<file path="config.mk">
export PLATFORM = sky130hd
export DESIGN_NAME = double_ended_queue
export DESIGN_NICKNAME = d
export VERILOG_FILES = /design/src/rtl/deq_pkg.sv /design/src/rtl/deq_ram.sv /design/src/rtl/double_ended_queue.sv
export SDC_FILE = /design/constraint.sdc
export NUM_CORES = 1
export LEC_CHECK = 0
export BUFFER_PORTS_ARGS = -buffer_cell sky130_fd_sc_hd__buf_2
export CAP_MARGIN = 20
export CELL_PAD_IN_SITES_DETAIL_PLACEMENT = 1
export CELL_PAD_IN_SITES_GLOBAL_PLACEMENT = 1
export CORE_MARGIN = 8
export CORE_UTILIZATION = 49
export CTS_CLUSTER_DIAMETER = 100
export DETAILED_ROUTE_END_ITERATION = 10
export GPL_ROUTABILITY_DRIVEN = 0
export PLACE_DENSITY_LB_ADDON = 0.3
export RECOVER_POWER = 100
export SETUP_SLACK_MARGIN = 0.2
export SLEW_MARGIN = 0
export SYNTH_ARGS = -nofsm -noshare
export SYNTH_HDL_FRONTEND = slang
export SYNTH_HIERARCHICAL = 1
export SYNTH_SLANG_ARGS = --single-unit
export TNS_END_PERCENT = 50
</file>
<file path="constraint.sdc">
create_clock -name clk_i -period 5.65 [get_ports clk_i]
set_clock_uncertainty 0.2 [all_clocks]
set_input_delay 0.565 -clock clk_i [delete_from_list [all_inputs] [get_ports clk_i]]
set_output_delay 0.565 -clock clk_i [all_outputs]
set_load 0.005 [all_outputs]
</file>
<file path="src/rtl/deq_pkg.sv">
package deq_pkg;

  localparam int unsigned Depth    = 16;
  localparam int unsigned DataW    = 32;
  localparam int unsigned AddrW    = $clog2(Depth);
  localparam int unsigned CntW     = $clog2(Depth + 1);
  localparam int unsigned SumW     = CntW + 1;
  localparam int unsigned CmdW     = 3;
  localparam int unsigned StatusW  = 2;
  localparam int unsigned HeldW    = 5;

  typedef enum logic [CmdW-1:0] {
    CMD_PUSH_FRONT = 3'd0,
    CMD_PUSH_BACK  = 3'd1,
    CMD_POP_FRONT  = 3'd2,
    CMD_POP_BACK   = 3'd3,
    CMD_LIST       = 3'd4
  } cmd_e;

  typedef enum logic [StatusW-1:0] {
    ST_OK    = 2'd0,
    ST_FULL  = 2'd1,
    ST_EMPTY = 2'd2
  } status_e;

  typedef struct packed {
    logic [CmdW-1:0]    command;
    logic signed [DataW-1:0] value;
  } req_t;

  typedef struct packed {
    logic [StatusW-1:0] status;
    logic signed [DataW-1:0] data_out;
    logic [HeldW-1:0]   entries_held;
    logic               last;
  } res_t;

  // ring position of a sum that stays below twice the depth
  function automatic logic [AddrW-1:0] wrap_idx(input logic [SumW-1:0] x);
    logic [SumW-1:0] r;
    r = (x >= SumW'(Depth)) ? (x - SumW'(Depth)) : x;
    return r[AddrW-1:0];
  endfunction

endpackage

</file>
<file path="src/rtl/deq_ram.sv">
module deq_ram #(
  parameter int unsigned Width = deq_pkg::DataW,
  parameter int unsigned Depth = deq_pkg::Depth
) (
  input  logic                     clk_i,
  input  logic                     we_i,
  input  logic [$clog2(Depth)-1:0] waddr_i,
  input  logic [Width-1:0]         wdata_i,
  input  logic                     re_i,
  input  logic [$clog2(Depth)-1:0] raddr_i,
  output logic [Width-1:0]         rdata_o
);

  logic [Width-1:0] mem_q [Depth];

  always_ff @(posedge clk_i) begin
    if (we_i) begin
      mem_q[waddr_i] <= wdata_i;
    end
    if (re_i) begin
      rdata_o <= mem_q[raddr_i];
    end
  end

endmodule

</file>
<file path="src/rtl/double_ended_queue.sv">
// push, pop and unknown commands: result in the cycle after the transfer; one command
//   per cycle while busy is low
// listing: one entry per cycle from the single ram read port, results start in the cycle
//   after the transfer; busy stays high until the read of the last entry is issued
// results are shown for one cycle with strobe_o; the receiver cannot stall
// reset (asynchronous, active low) empties the queue; ram contents are left as they are
module double_ended_queue (
  input  logic            clk_i,
  input  logic            rst_ni,
  input  logic            start,
  output logic            busy,
  input  deq_pkg::req_t   req_i,
  output logic            strobe_o,
  output deq_pkg::res_t   res_o
);

  localparam int unsigned AddrW = deq_pkg::AddrW;
  localparam int unsigned CntW  = deq_pkg::CntW;
  localparam int unsigned SumW  = deq_pkg::SumW;

  logic                 accept;
  logic [AddrW-1:0]     front_q, front_d;
  logic [CntW-1:0]      occ_q, occ_d;
  logic                 list_q, list_d;
  logic [AddrW-1:0]     idx_q, idx_d;

  logic                 res_valid_q, res_valid_d;
  deq_pkg::status_e     status_q, status_d;
  logic [CntW-1:0]      held_q, held_d;
  logic                 last_q, last_d;
  logic                 use_rd_q, use_rd_d;

  logic                 we;
  logic [AddrW-1:0]     waddr;
  logic                 re;
  logic [AddrW-1:0]     raddr;
  logic [deq_pkg::DataW-1:0] rdata;

  logic                 full;
  logic                 empty;

  assign accept = start & ~busy;
  assign busy   = list_q;
  assign full   = (occ_q == CntW'(deq_pkg::Depth));
  assign empty  = (occ_q == '0);

  always_comb begin
    front_d     = front_q;
    occ_d       = occ_q;
    list_d      = list_q;
    idx_d       = idx_q;
    res_valid_d = 1'b0;
    status_d    = deq_pkg::ST_OK;
    held_d      = occ_q;
    last_d      = 1'b1;
    use_rd_d    = 1'b0;
    we          = 1'b0;
    waddr       = front_q;
    re          = 1'b0;
    raddr       = front_q;

    if (list_q) begin
      re          = 1'b1;
      raddr       = deq_pkg::wrap_idx(SumW'(front_q) + SumW'(idx_q));
      res_valid_d = 1'b1;
      use_rd_d    = 1'b1;
      last_d      = (CntW'(idx_q) == occ_q - CntW'(1));
      if (last_d) begin
        list_d = 1'b0;
      end else begin
        idx_d = idx_q + AddrW'(1);
      end
    end else if (accept) begin
      res_valid_d = 1'b1;
      case (deq_pkg::cmd_e'(req_i.command))
        deq_pkg::CMD_PUSH_FRONT, deq_pkg::CMD_PUSH_BACK: begin
          if (full) begin
            status_d = deq_pkg::ST_FULL;
          end else begin
            we = 1'b1;
            if (req_i.command == deq_pkg::CMD_PUSH_FRONT) begin
              front_d = deq_pkg::wrap_idx(SumW'(front_q) + SumW'(deq_pkg::Depth - 1));
              waddr   = front_d;
            end else begin
              waddr = deq_pkg::wrap_idx(SumW'(front_q) + SumW'(occ_q));
            end
            occ_d  = occ_q + CntW'(1);
            held_d = occ_d;
          end
        end
        deq_pkg::CMD_POP_FRONT, deq_pkg::CMD_POP_BACK: begin
          if (empty) begin
            status_d = deq_pkg::ST_EMPTY;
          end else begin
            re       = 1'b1;
            use_rd_d = 1'b1;
            if (req_i.command == deq_pkg::CMD_POP_FRONT) begin
              raddr   = front_q;
              front_d = deq_pkg::wrap_idx(SumW'(front_q) + SumW'(1));
            end else begin
              raddr = deq_pkg::wrap_idx(SumW'(front_q) + SumW'(occ_q) - SumW'(1));
            end
            occ_d  = occ_q - CntW'(1);
            held_d = occ_d;
          end
        end
        deq_pkg::CMD_LIST: begin
          if (empty) begin
            status_d = deq_pkg::ST_EMPTY;
          end else begin
            re       = 1'b1;
            raddr    = front_q;
            use_rd_d = 1'b1;
            last_d   = (occ_q == CntW'(1));
            if (!last_d) begin
              list_d = 1'b1;
              idx_d  = AddrW'(1);
            end
          end
        end
        default: begin
        end
      endcase
    end
  end

  always_ff @(posedge clk_i or negedge rst_ni) begin
    if (!rst_ni) begin
      front_q     <= '0;
      occ_q       <= '0;
      list_q      <= 1'b0;
      idx_q       <= '0;
      res_valid_q <= 1'b0;
    end else begin
      front_q     <= front_d;
      occ_q       <= occ_d;
      list_q      <= list_d;
      idx_q       <= idx_d;
      res_valid_q <= res_valid_d;
    end
  end

  always_ff @(posedge clk_i) begin
    status_q <= status_d;
    held_q   <= held_d;
    last_q   <= last_d;
    use_rd_q <= use_rd_d;
  end

  deq_ram #(
    .Width (deq_pkg::DataW),
    .Depth (deq_pkg::Depth)
  ) u_ram (
    .clk_i   (clk_i),
    .we_i    (we),
    .waddr_i (waddr),
    .wdata_i (req_i.value),
    .re_i    (re),
    .raddr_i (raddr),
    .rdata_o (rdata)
  );

  assign strobe_o           = res_valid_q;
  assign res_o.status       = status_q;
  assign res_o.data_out     = use_rd_q ? rdata : '0;
  assign res_o.entries_held = deq_pkg::HeldW'(held_q);
  assign res_o.last         = last_q;

endmodule
</file>
After elaboration in Yosys (flattened, before gate mapping)
Memories as Yosys holds them, arrays and structs flattened. A register that Yosys moved wholly into a read port is not among the register bits.
Cells that the tools add are included.
{"block": "totals", "register_bits": 24, "ram_bits": 512, "in_bits": 38, "out_inout_bits": 42, "memories": 1}
{"memory": "u_ram.mem_q", "words": 16, "width": 32, "read_ports": 1, "rd_clocked_by_memory_dff": 1, "write_ports": 1, "line": "deq_ram.sv:14", "text": "logic [Width-1:0] mem_q [Depth];"}
{"block": "classes", "n_addsub": 13, "n_lt_le_gt_ge": 5, "n_eq_ne": 14, "n_mux": 57, "bitwise": 3, "n_reduce_logical": 11}
{"op": "two-way mux 4 bit", "count": 25}
{"op": "two-way mux 32 bit", "count": 1}
{"op": "two-way mux 1 bit", "count": 23}
{"op": "two-way mux 5 bit", "count": 4}
{"op": "subtractor 4 x 1 -> 4 bit, second input constant", "count": 5}
{"op": ">= comparator 5 bit, second input constant", "count": 3}
{"op": "inequality test 2 bit, second input constant", "count": 7}
{"op": ">= comparator 6 x 5 -> 1 bit, second input constant", "count": 2}
{"op": "one-hot mux 5 bit (2 select lines)", "count": 1}
{"op": "one-hot mux 4 bit (2 select lines)", "count": 1}
{"op": "AND reduction 7 bit", "count": 1}
{"op": "adder 4 x 5 -> 6 bit", "count": 1}
{"op": "equality test 3 x 2 -> 1 bit, second input constant", "count": 2}
{"op": "nonzero test 2 bit", "count": 3}
{"op": "OR reduction 2 bit", "count": 3}
{"op": "subtractor 6 x 1 -> 6 bit, second input constant", "count": 1}
{"op": "adder 4 x 1 -> 5 bit, second input constant", "count": 1}
{"op": "adder 4 x 4 -> 5 bit", "count": 1}
{"op": "adder 4 x 4 -> 5 bit, second input constant", "count": 1}
{"op": "adder 5 x 1 -> 5 bit, second input constant", "count": 1}
{"op": "equality test 4 x 5 -> 1 bit", "count": 1}
{"op": "equality test 5 x 1 -> 1 bit, second input constant", "count": 1}
{"op": "equality test 5 bit, second input constant", "count": 1}
{"op": "zero test 5 bit", "count": 1}
{"op": "11 further kinds", "count": 12}

Logic depth before layout (Yosys ltp)
{"block": "logic_depth", "word_depth": 9, "depth_mapped": 13, "ltp_nobuf": 11}

Cells and area by module
The synthesis kept the hierarchy.
{"mod": "deq_ram", "n_inst": 1, "cells_each": 838, "area_per_inst_um2": 20155.6}
{"mod": "double_ended_queue", "n_inst": 1, "cells_each": 219, "area_per_inst_um2": 1951.9}

Worst setup path after synthesis
OpenSTA, ideal clock, no wires.
{"block": "synth_timing", "path_type": "flip-flop to flip-flop", "from": "register occ_q[0]", "to": "memory u_ram/mem_q[0][0] (netlist bit) (enable)", "setup_ns": 0.461, "arrival_time_ns": 4.650, "required_time_ns": 4.989, "path_slack_ns": 0.339, "stages_incl_launch_ff": 10, "synth_period_minus_slack_ns": 5.311, "path_cell_list": "dfrtp_1 -> inv_1 -> ha_1 -> nor3b_2 -> a211o_4 -> nor3b_4 -> o21ai_1 -> xnor2_1 -> or3b_2 -> nor3_1"}
{"block": "synth_via", "elab_cells_between_ends": 16, "classes_between": "add/sub (2); order compare (1); eq/ne (1); mux (12)"}
{"element": "start: declaration", "line": "double_ended_queue.sv:23", "text": "logic [CntW-1:0] occ_q, occ_d;"}
{"element": "start signal: assignment", "line": "double_ended_queue.sv:130", "text": "occ_q <= '0;"}
{"element": "start signal: assignment", "line": "double_ended_queue.sv:136", "text": "occ_q <= occ_d;"}
{"element": "equality test 5 bit", "line": "double_ended_queue.sv:44", "text": "assign full = (occ_q == CntW'(deq_pkg::Depth));"}
{"element": "two-way mux 1 bit", "line": "double_ended_queue.sv:77", "text": "if (full) begin"}
{"element": "two-way mux 1 bit", "line": "double_ended_queue.sv:75", "text": "case (deq_pkg::cmd_e'(req_i.command))"}
{"element": "two-way mux 1 bit", "line": "double_ended_queue.sv:73", "text": "end else if (accept) begin"}
{"element": "two-way mux 1 bit", "line": "double_ended_queue.sv:62", "text": "if (list_q) begin"}
{"element": "via we", "line": "double_ended_queue.sv:33", "text": "logic we;"}
{"element": "two-way mux 1 bit", "line": "deq_ram.sv:17", "text": "if (we_i) begin"}
{"element": "two-way mux 1 bit (not written as such)", "line": "deq_ram.sv:18", "text": "mem_q[waddr_i] <= wdata_i;"}
{"element": "end: declaration", "line": "deq_ram.sv:14"}
The timed path passes the listed nets, and every way through them passes these cells.

Final worst setup path
{"block": "layout_timing", "from": "register occ_q[0]", "to": "memory u_ram/mem_q[8][0] (netlist bit) (enable)"}
Same word-level chain as after synthesis.

==> metrics.csv <==
metric;value;unit
status;finished, violations left;
failing checks;capacitance limit, slew limit;
top_reg_cell synth;edfxtp_1;
Chip Height;228;um
Skew-Pair Late Insertion Delay;0.63;ns
Routed Antenna Nets;0;
Hold Buf Count CTS;2;
antenna violations before repair;2;
Worst setup EP type;flip-flop;
Clock power frac;0.246;
full die area;52200;um2
Post-synth EDFFs;544;
Compound-Gate Fraction of Synth Area;0.0336;
sequential power share;0.353;
IO Port Bufs;79;
CTS H-Tree Depth;2;
async set-reset flop share out of synthesis;0.0264;
switching pwr;0.00515;W
Sw Ratio;0.340;
fin crit share;0.878;
Avg Vias per Cell;5.91;
GRT Total Usage;0.194;
dominant cell type by area after synthesis;edfxtp_1;
Synth Net Count;1111;
Critical Path Fanout Max;21;
post-synth top area share;0.739;
drc violations;0;
CTS Sinks;568;
drt first pass iters;5;
Seq/Total Area, Yosys;0.764;
syn_area_per_cell;20.9;um2
CTS clk-pin slew, worst paths;0.06;ns
synth warn;6;
largest family of logic cells by synthesized area;multiplexers;
Final Hold Violating Endpoints;0;
Die X-Extent;228;um
Overflow after GRT;0;
Pwr Density;601;nW/um2
Pleak;8.11;nW
worst-margin pin slew;1.89;ns
effective utilization at floorplan;0.491;
total negative slack;0;ns
Worst Path Required;5.65;ns
Hold Crit Class;input pin to flip-flop;
Mapped Area;22100;um2
drt total wl;50500;um
Synth Area in Adders;0.00973;
combinational power share;0.402;
post-DP HPWL;30100;um
Layout Cells excl Fill;1827;
CP Cell Sequence;inv_1 > ha_1 > nor3b_1 > a211o_4 > nor3b_4 > o21ai_0 > xnor2_1 > nand3b_1 > nor3_1 > clkbuf_1;
XOR/XNOR Fraction of Synth Area;0.00815;
IO Count;80;
Iteration-0 DRC Markers;831;
Max Buffers Root-to-Sink;3;
min Tclk post-route;4.96;ns
crit-path max cell delay;1.28;ns
row count;78;
Post-Synthesis Cells;1057;
Post-CTS Setup Inserts;0;
Worst slew margin;-0.262;
fmax;202;MHz
simple-gate portion of the synthesized area;0.0356;
vias in the first global route;11800;
routed wire length per instance;27.6;um
Inst Count DP;1719;
layout cells sized above 1;0.241;
root buffer cell;clkbuf_16;
mux contribution to synthesized area;0.135;
filler instances;3927;
Worst Setup Start Kind;flip-flop;
WS Path Type;flip-flop to flip-flop;
pin count of the biggest net entering global routing;66;
Num CTS Buffers;57;
Nets;1234;
Slew Limit Fails;76;
max_cap viols;3;
post_cts resized;0;
final setup vio count;0;
internal power;0.0100;W
#FFs+latches synth;568;
Max VDD drop;816;uV
first-pass GRT wire length;76300;um
Arr. time, crit path;4.96;ns
unrepaired setup endpoints after global routing;false;
DR vias;10800;
top post-synthesis cells by area;edfxtp_1, mux4_2, a22oi_1;
synth unique cells;52;
Placeable Area;45000;um2
slowest CP cell;clkbuf_1;
ANT cells;0;
P&R area growth vs syn;14.1;%
TritonCTS clock tree;done;
==> power groups by stage <==
stage / sequential [W] / clock (W) / combinational, W
6_report: 0.00535 / 0.00373 / 0.00609
3_3_place_gp: 0.00541 / 0 / 0.00609
3_5_place_dp: 0.00544 / 0 / 0.00623
2_1_floorplan: 0.00529 / 0 / 0.00439
5_1_grt: 0.00539 / 0.00394 / 0.00657
4_1_cts: 0.00535 / 0.00381 / 0.00627
==> routing by layer <==
metal / GRT usage / vias up / part of all wire
met4: 0.0489 / 4 / 0.021
met1: 0.260 / 5768 / 0.42
met5: 0 / - / 0.00046
met3: 0.0401 / 74 / 0.058
li1: - / 4617 / -
met2: 0.325 / 329 / 0.50
==> sequential cells by signal (all words and copies together) (netlist names) <==
name and cells:
u_ram/mem_q 512, u_ram/rdata_o 32, held_q 5, occ_q 5
front_q 4, idx_q 4, status_q 2, busy 1
last_q 1, strobe_o 1, use_rd_q 1
==> placed cells by master (no fill, tap or decap), types with 11 or more instances in the layout <==
| cell type | n |
|---|---|
| edfxtp_1 | 544 |
| mux4_2 | 128 |
| clkbuf_1 | 66 |
| a22oi_1 | 65 |
| clkbuf_16 | 57 |
| nand2_1 | 45 |
| buf_2 | 25 |
| clkinv_2 | 21 |
| and2_1 | 19 |
| and2_0 | 16 |
| dfrtp_1 | 15 |
| xnor2_1 | 14 |
| ha_1 | 14 |
| o21ai_0 | 12 |
| inv_1 | 11 |
| buf_4 | 11 |
| nor2_4 | 11 |
==> cells in the mapped netlist, types with 2 or more instances <==
cell type,number
dfrtp_1,15
o21ai_0,11
and3_1,2
xnor2_1,14
ha_1,14
and4_1,2
buf_2,8
nand3_1,10
nand2_1,45
nor2_1,20
o211ai_1,4
a22o_1,2
edfxtp_1,544
a22oi_1,65
nand3b_1,2
nor3_1,8
mux2i_1,9
inv_1,11
nand2b_1,5
and2_1,35
nor4_1,2
buf_1,10
a31oi_1,4
clkbuf_1,23
nor3b_1,4
xor2_1,4
mux4_2,128
nor2b_1,5
a21oi_1,7
mux2_2,2
buf_4,12
fa_1,2
dfxtp_1,9
==> critical path, delay by kind of cell, from the launching register on <==
kind            cells  cell delay (ns)
fa+ha+maj           1             0.24
compound gates      2             0.62
flops               1             0.53
simple gates        4             1.22
buf+inv             2             1.40
xor+xnor            1             0.34
==> layout make-up <==
cell class | instances | area (um2) | area share
tap | 600 | 751 | 0.0298
multi-input combinational | 425 | 5020 | 0.199
timing repair buffer | 117 | 651 | 0.0258
clock buffer | 61 | 1440 | 0.0572
clock inverter | 45 | 420 | 0.0167
sequential | 568 | 16900 | 0.670
inverter | 11 | 41.3 | 0.00164
==> logic make-up (layout without fill, tap and decap cells) <==
logic type,count (synthesis),after routing
flip-flops,568,568
multiplexers,139,139
XOR/XNOR,19,19
buffers and inverters,64,234
AND/OR/NAND/NOR,148,148
adder cells (fa/ha/maj),16,16
AO/OA/AOI/OAI,103,103
==> per-stage QoR <==
step           hold slack, ns  setup WS [ns]  utilization  cell area (um2)  power [W]
2_1_floorplan          0.0694          0.339            -            22100    0.00967
3_3_place_gp            0.309           1.24        0.524            23600     0.0115
3_5_place_dp            0.317           1.08        0.524            23600     0.0117
4_1_cts                0.0835           1.04        0.566            25500     0.0154
5_1_grt                 0.210          0.465        0.561            25200     0.0159
6_report                0.218          0.687        0.561            25200     0.0152
==> final timing paths <==
| check | slack, ns | startpoint | cells past startpoint | endpoint |
|---|---|---|---|---|
| setup / recovery | 0.69 | occ_q[0]$_DFF_PN0_ | 10 | u_ram/mem_q[8][0]$_DFFE_PP_ |
| hold / removal | 0.22 | req_i[32] | 3 | front_q[0]$_DFFE_PN0P_ |
| setup reg to reg | 0.69 | occ_q[0]$_DFF_PN0_ | 10 | u_ram/mem_q[8][0]$_DFFE_PP_ |
| hold reg to reg | 0.35 | front_q[3]$_DFFE_PN0P_ | 1 | front_q[3]$_DFFE_PN0P_ |
| max in group asynchronous | 4.27 | rst_ni | 2 | front_q[3]$_DFFE_PN0P_ |
| min in group asynchronous | 0.41 | rst_ni | 2 | occ_q[3]$_DFF_PN0_ |
Power figures use the tool's default switching activity.
